$ cat src/bpfa_pkg.sv
`default_nettype none
package bpfa_pkg;
	localparam int MAX_FRAMES_DEF = 65536;
	localparam int PAGE_BYTES_DEF = 4096;
	localparam int ADDR_W = 36;
	localparam int CNT_W = 17;
	localparam int OP_W = 3;
	localparam int ST_W = 3;
	localparam logic [CNT_W-1:0] CNT_MAX = '1;

	typedef enum logic [OP_W-1:0] {
		OP_ALLOC = 3'd0,
		OP_FREE1 = 3'd1,
		OP_FREER = 3'd2,
		OP_RSV = 3'd3,
		OP_UNRSV = 3'd4,
		OP_RECOUNT = 3'd5
	} op_t;

	typedef enum logic [ST_W-1:0] {
		ST_OK = 3'd0,
		ST_OOM = 3'd1,
		ST_INVAL = 3'd2,
		ST_OOB = 3'd3,
		ST_DFREE = 3'd4
	} status_t;

	typedef enum logic [3:0] {
		S_CLEAR, S_IDLE, S_PREP, S_SUM, S_CLAMP, S_SCAN_RD, S_SCAN_BITS,
		S_MARK, S_MOD_RD, S_MOD_WR, S_DONE
	} state_t;

	typedef struct packed {
		logic clr;
		logic take;
		logic prep;
		logic sum;
		logic clamp;
		logic scan_rd;
		logic scan_bits;
		logic mark;
		logic mod_rd;
		logic mod_wr;
		logic done;
	} cmd_t;

	typedef struct packed {
		logic in_fire;
		logic clr_last;
		logic go_scan;
		logic go_mod;
		logic scan_hit;
		logic sub_last;
		logic word_last;
		logic mod_last;
		logic out_busy;
	} stat_t;

	function automatic logic [6:0] popcnt64(input logic [63:0] v);
		logic [3:0] b [8];
		logic [6:0] s;
		s = '0;
		for (int i = 0; i < 8; i++) begin
			b[i] = 4'(v[8*i]) + 4'(v[8*i+1]) + 4'(v[8*i+2]) + 4'(v[8*i+3])
				+ 4'(v[8*i+4]) + 4'(v[8*i+5]) + 4'(v[8*i+6]) + 4'(v[8*i+7]);
		end
		for (int i = 0; i < 8; i++) begin
			s = s + 7'(b[i]);
		end
		return s;
	endfunction

	function automatic logic [CNT_W-1:0] sat_inc(input logic [CNT_W-1:0] c,
		input logic [6:0] n);
		logic [CNT_W:0] s;
		s = (CNT_W+1)'(c) + (CNT_W+1)'(n);
		return (s > (CNT_W+1)'(CNT_MAX)) ? CNT_MAX : CNT_W'(s);
	endfunction

	function automatic logic [CNT_W-1:0] sat_dec(input logic [CNT_W-1:0] c,
		input logic [6:0] n);
		return (c > CNT_W'(n)) ? c - CNT_W'(n) : '0;
	endfunction
endpackage
`default_nettype wire

$ cat src/bpfa_ctrl.sv
`default_nettype none
module bpfa_ctrl import bpfa_pkg::*; (
	input wire logic clk,
	input wire logic arst_n,
	input wire stat_t stat,
	output cmd_t cmd
);
	state_t state_q, state_d;

	always_ff @(posedge clk or negedge arst_n) begin
		if (!arst_n) begin
			state_q <= S_CLEAR;
		end else begin
			state_q <= state_d;
		end
	end

	always_comb begin
		state_d = state_q;
		case (state_q)
			S_CLEAR: if (stat.clr_last) state_d = S_IDLE;
			S_IDLE: if (stat.in_fire) state_d = S_PREP;
			S_PREP: state_d = S_SUM;
			S_SUM: state_d = S_CLAMP;
			S_CLAMP: begin
				if (stat.go_scan) state_d = S_SCAN_RD;
				else if (stat.go_mod) state_d = S_MARK;
				else state_d = S_DONE;
			end
			S_SCAN_RD: state_d = S_SCAN_BITS;
			S_SCAN_BITS: begin
				if (stat.scan_hit) state_d = S_MARK;
				else if (stat.sub_last && stat.word_last) state_d = S_DONE;
				else if (stat.sub_last) state_d = S_SCAN_RD;
			end
			S_MARK: state_d = S_MOD_RD;
			S_MOD_RD: state_d = S_MOD_WR;
			S_MOD_WR: state_d = stat.mod_last ? S_DONE : S_MOD_RD;
			S_DONE: if (!stat.out_busy) state_d = S_IDLE;
			default: state_d = S_CLEAR;
		endcase
	end

	always_comb begin
		cmd = '0;
		case (state_q)
			S_CLEAR: cmd.clr = 1'b1;
			S_IDLE: cmd.take = 1'b1;
			S_PREP: cmd.prep = 1'b1;
			S_SUM: cmd.sum = 1'b1;
			S_CLAMP: cmd.clamp = 1'b1;
			S_SCAN_RD: cmd.scan_rd = 1'b1;
			S_SCAN_BITS: cmd.scan_bits = 1'b1;
			S_MARK: cmd.mark = 1'b1;
			S_MOD_RD: cmd.mod_rd = 1'b1;
			S_MOD_WR: cmd.mod_wr = 1'b1;
			S_DONE: cmd.done = 1'b1;
			default: cmd = '0;
		endcase
	end
endmodule
`default_nettype wire

$ cat config.mk
export PLATFORM = sky130hd
export DESIGN_NAME = bpfa_ctrl
export DESIGN_NICKNAME = d
export VERILOG_FILES = /design/src/bpfa_pkg.sv /design/src/bpfa_ctrl.sv
export SDC_FILE = /design/constraint.sdc
export NUM_CORES = 1
export LEC_CHECK = 0
export BUFFER_PORTS_ARGS = -buffer_cell sky130_fd_sc_hd__buf_2
export CAP_MARGIN = 20
export CORE_MARGIN = 4
export CORE_UTILIZATION = 30
export DETAILED_ROUTE_END_ITERATION = 6
export GPL_TIMING_DRIVEN = 0
export PLACE_DENSITY_LB_ADDON = 0.3
export SKIP_LAST_GASP = 1
export SLEW_MARGIN = 25
export SYNTH_ARGS = -nofsm -noshare
export SYNTH_HDL_FRONTEND = slang
export SYNTH_SLANG_ARGS = --single-unit
$ cat constraint.sdc
create_clock -name clk -period 1.99 [get_ports clk]
set_clock_uncertainty 0.2 [all_clocks]
set_input_delay 0.398 -clock clk [delete_from_list [all_inputs] [get_ports clk]]
set_output_delay 0.398 -clock clk [all_outputs]
set_load 0.03 [all_outputs]
==> metrics.txt, run 1 <==
status completed; largest register by flop count state_q; Cell Rows 13; Area Overhead vs Synth 40.23%; Initial DRC Count 12; critical path's top delay family buffers and inverters; Peak VDD IR 573.7 uV; top flop regs state_q (4); Routed Antenna Nets 0; vias in the first global route 446; DP Cell Count 94; Synth Cell Area 435.4 sq um; most frequent CP cell buf_6; Worst Path Required 1.39 ns; Final Max Tran Viols 0; CTS Buf Count 3; Leak Pwr 0.2985 nW; sequential area share after synthesis 0.2299; top cells by area, synth dfrtp_1 (23%), nor2_1 (10%), nor3_1 (5.7%), a22oi_1 (5.2%), buf_6 (5.2%); sink count of the clock tree 4; largest net degree at the start of global routing 11; # diodes 0; Worst Path Class, Setup reg2out; maxcap violations 0; nets@finish 96; RSZ-0062 raised after global routing yes; initial antenna violation count 0; Pre-antenna DRT Iters 4; Synth top area share 0.2299; IO Port Bufs 21; Critical path buffers and inverters 3; overall routing resource usage 0.1193; CTS max path bufs 2; synthesized area per cell 7.507 sq um; Congestion Overflow GR 0; Largest register FFs 4; critical path cell sequence buf_6 > or2_1 > buf_6 > nor2_1 > buf_4; dpl hpwl 907.2 um; Yosys cell types 29; worst hold path class in2async; Slew headroom 0.8376; Worst-path clk slew 0.04 ns; Critical Path Source Type register; Synth Instances 58; drt via density 5.245; net count after synthesis 69; fin crit period 1.930 ns; die extent in y 46.10 um; Warnings, synthesis 0; Max FO, Critical Path 9; fraction of layout cells with a size suffix above 1 0.4096; DR WL/cell 12.06 um; number of synthesized register bits 4; CTS root buffer clkbuf_4; GP Congestion 0.8153; WHS 0.2991 ns; Setup-failing EPs final 0; final worst-path cycle share 0.9700; DR vias 514; CP peak stage delay 0.36 ns; cell taking the most area after synthesis dfrtp_1; DRC Markers 0; Starting Density 0.3265; worst-skew pair later-pin latency 0.23 ns; Slew @ Worst Pin 0.2417 ns; post-route insts no fill 98; final wirelength 1182 um; maximum clock frequency 518.1 MHz; final count of hold timing violations 0; CTS H-tree lvls 1; Die X 46.10 um; Core Area 1334 sq um; first-pass GRT wire length 1863 um; Post CTS Setup Buffer Count 0; critical path endpoint category output port; PD cells 1710 nW/um^2; TNS Setup 0 ns; CTS tree built; Worst Path Arrival 1.33 ns; # IOs 22; die area 2125 sq um; Crit-path slowest cell dfrtp_1
power by group:
part / switching (mW) / leakage (nW) / total (mW) / internal (mW)
clock: 0.0299 / 0.0138 / 0.0971 / 0.0672
combinational: 0.466 / 0.235 / 0.785 / 0.318
sequential: 0.0386 / 0.0496 / 0.162 / 0.124
total: 0.535 / 0.299 / 1.04 / 0.509
cells in the final DEF, fill, tap and decap left out:
master         synthesis  routed
a31o_1                 1       1
clkbuf_4               0       4
dfrtp_1                4       3
nor2_1                12      12
a21oi_1                2       2
o32ai_1                1       1
nand2b_1               3       3
inv_1                  1       1
a2bb2oi_1              1       1
or2_1                  2       2
mux2_2                 1       1
a22oi_1                3       3
a211o_1                1       1
nand4b_1               1       1
nor2b_2                1       1
o22ai_1                1       1
buf_6                  2       2
nor3_1                 5       4
buf_2                  2      18
a32oi_1                1       1
o211ai_1               1       1
o21ai_0                1       1
nor3_2                 1       2
a211oi_1               1       1
and2b_1                1       1
and3b_1                1       1
dlygate4sd3_1          0       1
xor2_1                 1       1
dfrtp_2                0       1
o221ai_1               1       1
nand2_1                4       4
buf_4                  1       5
synth_stat cells (all sizes together):
library cell  instances
nand2b                3
and2b                 1
a2bb2oi               1
o221ai                1
or2                   2
o22ai                 1
inv                   1
a32oi                 1
mux2                  1
o32ai                 1
o21ai                 1
nor3                  6
a22oi                 3
a211oi                1
dfrtp                 4
and3b                 1
a211o                 1
a21oi                 2
nand4b                1
xor2                  1
a31o                  1
buf                   5
nor2                 12
nor2b                 1
nand2                 4
o211ai                1
path summary, 6_finish.rpt:
path                                         from                      to  slack (ns)  cells past startpoint
max reg2reg                state_q[3]$_DFFE_PN0P_  state_q[1]$_DFFE_PN0P_        0.45                      5
min                                        arst_n  state_q[0]$_DFFE_PN0P_        0.30                      2
min reg2reg                state_q[3]$_DFFE_PN0P_  state_q[2]$_DFFE_PN0P_        0.35                      2
max                        state_q[3]$_DFFE_PN0P_                  cmd[8]        0.06                      5
min in group clk                          stat[8]  state_q[0]$_DFFE_PN0P_        0.33                      3
max in group asynchronous                  arst_n  state_q[1]$_DFFE_PN0P_        1.17                      2
cells by family after synthesis:
kind of cell / share of synthesized area
AND/OR/NAND/NOR: 0.3678
AO/OA/AOI/OAI: 0.2558
buffers and inverters: 0.1006
flip-flops: 0.2299
XOR/XNOR: 0.02012
multiplexers: 0.02586
stage by stage:
| step | setup WS (ns) | power [mW] | cell area (sq um) | utilization |
|---|---|---|---|---|
| after floorplan | 0.04110 | 0.7475 | 440.4 | - |
| after global placement | 0.2732 | 0.9096 | 564.3 | 0.4231 |
| after detailed placement | 0.2632 | 0.9155 | 564.3 | 0.4231 |
| after CTS | 0.01405 | 1.021 | 596.8 | 0.4475 |
| after global routing | -0.004099 | 1.132 | 610.6 | 0.4578 |
| final | 0.05975 | 1.044 | 610.6 | 0.4578 |
repair_timing:
| item | 4_1_cts | 5_1_grt |
|---|---|---|
| resized for setup | 0 | 10 |
| hold endpoints to repair | 4 | 0 |
| endpoints found under the setup margin | 0 | 5 |
| hold buffers | 1 | 0 |
layout make-up:
class / count / area, sq um
flip-flops and latches: 4 / 101.3
multi-input cells: 48 / 296.5
well taps: 15 / 18.77
plain buffers: 5 / 42.54
inverters: 1 / 3.754
fillers: 152 / 723.2
repair buffers: 22 / 125.1
clock buffers: 3 / 22.52
per-layer routing:
layer / GRT usage / up-vias / share of wire
met3: 0.01172 / 0 / 0.074
met2: 0.1951 / 19 / 0.48
li1: - / 263 / -
met4: 0.05114 / 0 / 0
met5: 0 / - / 0
met1: 0.1573 / 232 / 0.44
Power figures use the tool's default switching activity.
==> run 2: changes to the inputs <==
--- a/config.mk
+++ b/config.mk
@@ -11,7 +11,8 @@
 export CORE_UTILIZATION = 30
 export DETAILED_ROUTE_END_ITERATION = 6
 export GPL_TIMING_DRIVEN = 0
-export PLACE_DENSITY_LB_ADDON = 0.3
+export PLACE_DENSITY = 0.57
+export SKIP_CTS_REPAIR_TIMING = 1
 export SKIP_LAST_GASP = 1
 export SLEW_MARGIN = 25
 export SYNTH_ARGS = -nofsm -noshare
==> run 2 against run 1 <==
Compared with the run above: flip-flop and latch count did not move; clock-buffer cell count did not move; global-route usage rose by 1.2 points; total power rose by 3.0%; fmax fell by 0.35%; routed wire length rose by 0.42%; utilization rose by 0.94 points; largest cell class unchanged.
==> metrics.txt, run 2 (same netlist as run 1, synthesis figures left out) <==
Largest register FFs 4; first-pass GRT wire length 2042 um; Worst Path Class, Setup reg2out; nets@finish 96; most frequent cells in the layout buf_2 (17), nor2_1 (12), clkbuf_4 (5); # diodes 0; RSZ-0062 raised after global routing yes; critical path endpoint category output port; Slew @ Worst Pin 0.3084 ns; largest net degree at the start of global routing 11; R2R Path Start state_q[3]$_DFFE_PN0P_; top flop regs state_q (4); met3 usage 0.003906; Leak Pwr 0.3014 nW; GR Layer Usage met2 0.2225; Worst Path Arrival 1.34 ns; Int Power 528.9 uW; dpl hpwl 919.2 um; CTS root buffer clkbuf_4; largest register by flop count state_q; drt via density 5.194; IO Port Bufs 21; Sw Share 0.5082; vias in the first global route 501; PD cells 1726 nW/um^2; maxcap violations 0; met1 global-route usage 0.1596; Routed Antenna Nets 0; worst-skew pair later-pin latency 0.23 ns; initial antenna violation count 0; Cell Rows 13; Starting Density 0.3265; Comb pwr share 0.759; status completed; die area 2125 sq um; fin crit period 1.937 ns; overall routing resource usage 0.1313; Die X 46.10 um; Worst-path clk slew 0.04 ns; GP Congestion 0.7699; Pre-antenna DRT Iters 4; DRC Markers 0; Max FO, Critical Path 9; Final Max Tran Viols 0; Slew headroom 0.7928; final count of hold timing violations 0; CTS max path bufs 2; Switch Pwr 546.5 uW; overall power 1.075 mW; # IOs 22; sequential power share 0.150; most used routing layer met2; CTS Buf Count 3; DR vias 509; worst hold path class in2async; Critical Path Source Type register; CTS H-tree lvls 1; Core Area 1334 sq um; Peak VDD IR 494.8 uV; Initial DRC Count 14; DR WL/cell 12.11 um; final wirelength 1187 um; Crit. Startpoint state_q[3]$_DFFE_PN0P_; sink count of the clock tree 4; Area Overhead vs Synth 43.10%; Setup-failing EPs final 0; commonest non-fill, non-tap cell in the layout buf_2; Clk pwr share 0.091; CTS tree built; fraction of layout cells with a size suffix above 1 0.4096; die extent in y 46.10 um; Congestion Overflow GR 0; TNS Setup 0 ns; maximum clock frequency 516.3 MHz; Worst Path Required 1.39 ns; final worst-path cycle share 0.9734
run 2: cell types whose count changed in the layout (fill, tap and decap cells not counted):
cell      previous run  this run
clkbuf_4             4         5
buf_6                2         3
buf_2               18        17
nor3_4               0         1
nor3_2               2         1
buf_4                5         4
run 2: critical path: stages (launching register included):
cell and delay [ns]:
dfrtp_1 0.36, buf_6 0.13, or2_1 0.21, buf_6 0.14
nor2_1 0.10, buf_4 0.17
run 2: worst paths after layout:
path / cells after the start / slack, ns / endpoint
worst min-delay path: 2 / 0.30 / state_q[0]$_DFFE_PN0P_
worst max register to register: 5 / 0.46 / state_q[0]$_DFFE_PN0P_
worst min register to register: 2 / 0.34 / state_q[2]$_DFFE_PN0P_
max in group asynchronous: 2 / 1.16 / state_q[1]$_DFFE_PN0P_
worst max-delay path: 5 / 0.05 / cmd[9]
min in group clk: 3 / 0.31 / state_q[0]$_DFFE_PN0P_
run 2: metal layers:
layer	share of wire	vias to the layer above
met4	0.013	0
li1	-	259
met2	0.52	12
met3	0.050	2
met5	0	-
met1	0.42	236
run 2: power groups by stage:
stage	combinational (mW)	sequential [mW]	clock [mW]
CTS	0.757	0.159	0.103
floorplan	0.597	0.151	0
finish	0.816	0.162	0.0980
global route	0.887	0.171	0.107
global placement	0.761	0.161	0
detailed placement	0.754	0.160	0
run 2: final cells by class:
| type | instances | area [sq um] |
|---|---|---|
| tap | 15 | 18.77 |
| sequential | 4 | 101.3 |
| fill | 146 | 710.7 |
| inverter | 1 | 3.754 |
| buffer | 5 | 45.04 |
| multi-input combinational | 48 | 302.8 |
| timing repair buffer | 22 | 128.9 |
| clock buffer | 3 | 22.52 |
run 2: metrics by stage:
| step | std cells | hold WS (ns) | cell area, sq um | utilization | worst slack [ns] |
|---|---|---|---|---|---|
| 4_1_cts | 97 | -0.2479 | 586.8 | 0.4400 | 0.01082 |
| 3_3_place_gp | 94 | 0.003218 | 564.3 | 0.4231 | 0.2565 |
| 5_1_grt | 98 | 0.3231 | 623.1 | 0.4672 | -0.007779 |
| 2_1_floorplan | 58 | -0.09759 | 440.4 | - | 0.04110 |
| 3_5_place_dp | 94 | 0.002447 | 564.3 | 0.4231 | 0.2645 |
| 6_report | 98 | 0.3021 | 623.1 | 0.4672 | 0.05300 |
==> run 3: changes to the inputs <==
--- a/config.mk
+++ b/config.mk
@@ -7,11 +7,12 @@
 export LEC_CHECK = 0
 export BUFFER_PORTS_ARGS = -buffer_cell sky130_fd_sc_hd__buf_2
 export CAP_MARGIN = 20
-export CORE_MARGIN = 4
-export CORE_UTILIZATION = 30
+export CORE_AREA = 4 4 41 43
+export CTS_BUF_LIST = sky130_fd_sc_hd__clkbuf_2
 export DETAILED_ROUTE_END_ITERATION = 6
+export DIE_AREA = 0 0 45 47
 export GPL_TIMING_DRIVEN = 0
-export PLACE_DENSITY = 0.57
+export PLACE_DENSITY = 0.61
 export SKIP_CTS_REPAIR_TIMING = 1
 export SKIP_LAST_GASP = 1
 export SLEW_MARGIN = 25
==> run 3 against run 2 <==
Compared with the run above: critical path depth unchanged; first-iteration DRC count down 57%; fmax up 0.80%; routed wire length down 0.93%; non-clock buffer count up 1.
==> metrics.txt, run 3 (same netlist as run 1, synthesis figures left out) <==
status completed; initial antenna violation count 0; Starting Density 0.3346; PD cells 1697 nW/um^2; WHS 0.3098 ns; maxcap violations 0; Final Max Tran Viols 0; Worst Path Arrival 1.32 ns; CTS H-tree lvls 1; Max FO, Critical Path 9; sink count of the clock tree 4; die area 2115 sq um; Slew headroom 0.8159; DRC Markers 0; # IOs 22; Die X 45 um; final wirelength 1176 um; TNS Setup 0 ns; Crit. Startpoint state_q[3]$_DFFE_PN0P_; DP Cell Count 94; fraction of layout cells with a size suffix above 1 0.4286; Routed Antenna Nets 0; dpl hpwl 905.9 um; commonest non-fill, non-tap cell in the layout buf_2; Worst Path Required 1.39 ns; GP Congestion 0.7745; # diodes 0; overall power 1.051 mW; CTS Buf Count 3; final worst-path cycle share 0.9656; worst-skew pair later-pin latency 0.21 ns; nets@finish 97; most frequent cells in the layout buf_2 (17), nor2_1 (11), buf_4 (6); DR WL/cell 11.88 um; RSZ-0062 raised after global routing no; post-layout util 0.4760; Critical Path Source Type register; worst hold path class in2async; DR vias 509; drt via density 5.141; critical path endpoint category output port; Leak Pwr 0.3027 nW; Pre-antenna DRT Iters 4; Worst-path clk slew 0.04 ns; Peak VDD IR 588.5 uV; overall routing resource usage 0.1260; final count of hold timing violations 0; Slew @ Worst Pin 0.2740 ns; top flop regs state_q (4); CTS tree built; maximum clock frequency 520.4 MHz; Cell Rows 13; Worst Path Class, Setup reg2out; largest register by flop count state_q; Initial DRC Count 6; fin crit period 1.922 ns; die extent in y 47 um; CTS max path bufs 2; vias in the first global route 472; Largest register FFs 4; Area Overhead vs Synth 42.24%; IO Port Bufs 21; post-route insts no fill 99; Congestion Overflow GR 0; R2R Path Start state_q[3]$_DFFE_PN0P_; first-pass GRT wire length 1876 um; Setup-failing EPs final 0; Core Area 1301 sq um; largest net degree at the start of global routing 11; CTS root buffer clkbuf_2
## run 3: cell types whose count changed in the layout (fill, tap and decap cells not counted), sizes merged
cell,before,now
clkbuf,5,4
buf,24,26
## run 3: through the flow
| step | worst slack [ns] | instance area (sq um) |
|---|---|---|
| final | 0.06841 | 619.3 |
| after global routing | 0.0004171 | 619.3 |
| after CTS | 0.02588 | 579.3 |
| after detailed placement | 0.2597 | 564.3 |
| after global placement | 0.2707 | 564.3 |
| after floorplan | 0.04110 | 440.4 |
## run 3: critical path, cell delays in order, from the launching register on
cell	delay [ns]
dfrtp_1	0.37
buf_6	0.13
or2_1	0.21
buf_6	0.13
nor2_1	0.09
buf_4	0.17
## run 3: area by class of cell
| class | count | area, sq um |
|---|---|---|
| fillers | 149 | 681.9 |
| multi-input cells | 48 | 299.0 |
| repair buffers | 23 | 138.9 |
| flip-flops and latches | 4 | 101.3 |
| plain buffers | 5 | 42.54 |
| well taps | 15 | 18.77 |
| clock buffers | 3 | 15.01 |
| inverters | 1 | 3.754 |
## run 3: final timing paths
kind / to / slack [ns] / cells past startpoint
setup / recovery: cmd[9] / 0.07 / 5
hold / removal: state_q[3]$_DFFE_PN0P_ / 0.31 / 2
setup reg to reg: state_q[0]$_DFFE_PN0P_ / 0.31 / 7
hold reg to reg: state_q[2]$_DFFE_PN0P_ / 0.35 / 2
max in group asynchronous: state_q[1]$_DFFE_PN0P_ / 1.16 / 2
min in group clk: state_q[0]$_DFFE_PN0P_ / 0.35 / 3
## run 3: routing by layer
metal | vias to the layer above | part of all wire | track usage
met3 | 3 | 0.075 | 0.02299
met2 | 18 | 0.49 | 0.1893
met5 | - | 0 | 0
met4 | 0 | 0.019 | 0.1053
met1 | 226 | 0.42 | 0.1560
li1 | 262 | - | -
## run 3: report_power, final
part / total [mW] / internal, mW / switching (mW)
Sequential: 0.164 / 0.124 / 0.0400
Clock: 0.0745 / 0.0405 / 0.0341
Combinational: 0.813 / 0.343 / 0.470
Total: 1.05 / 0.507 / 0.544
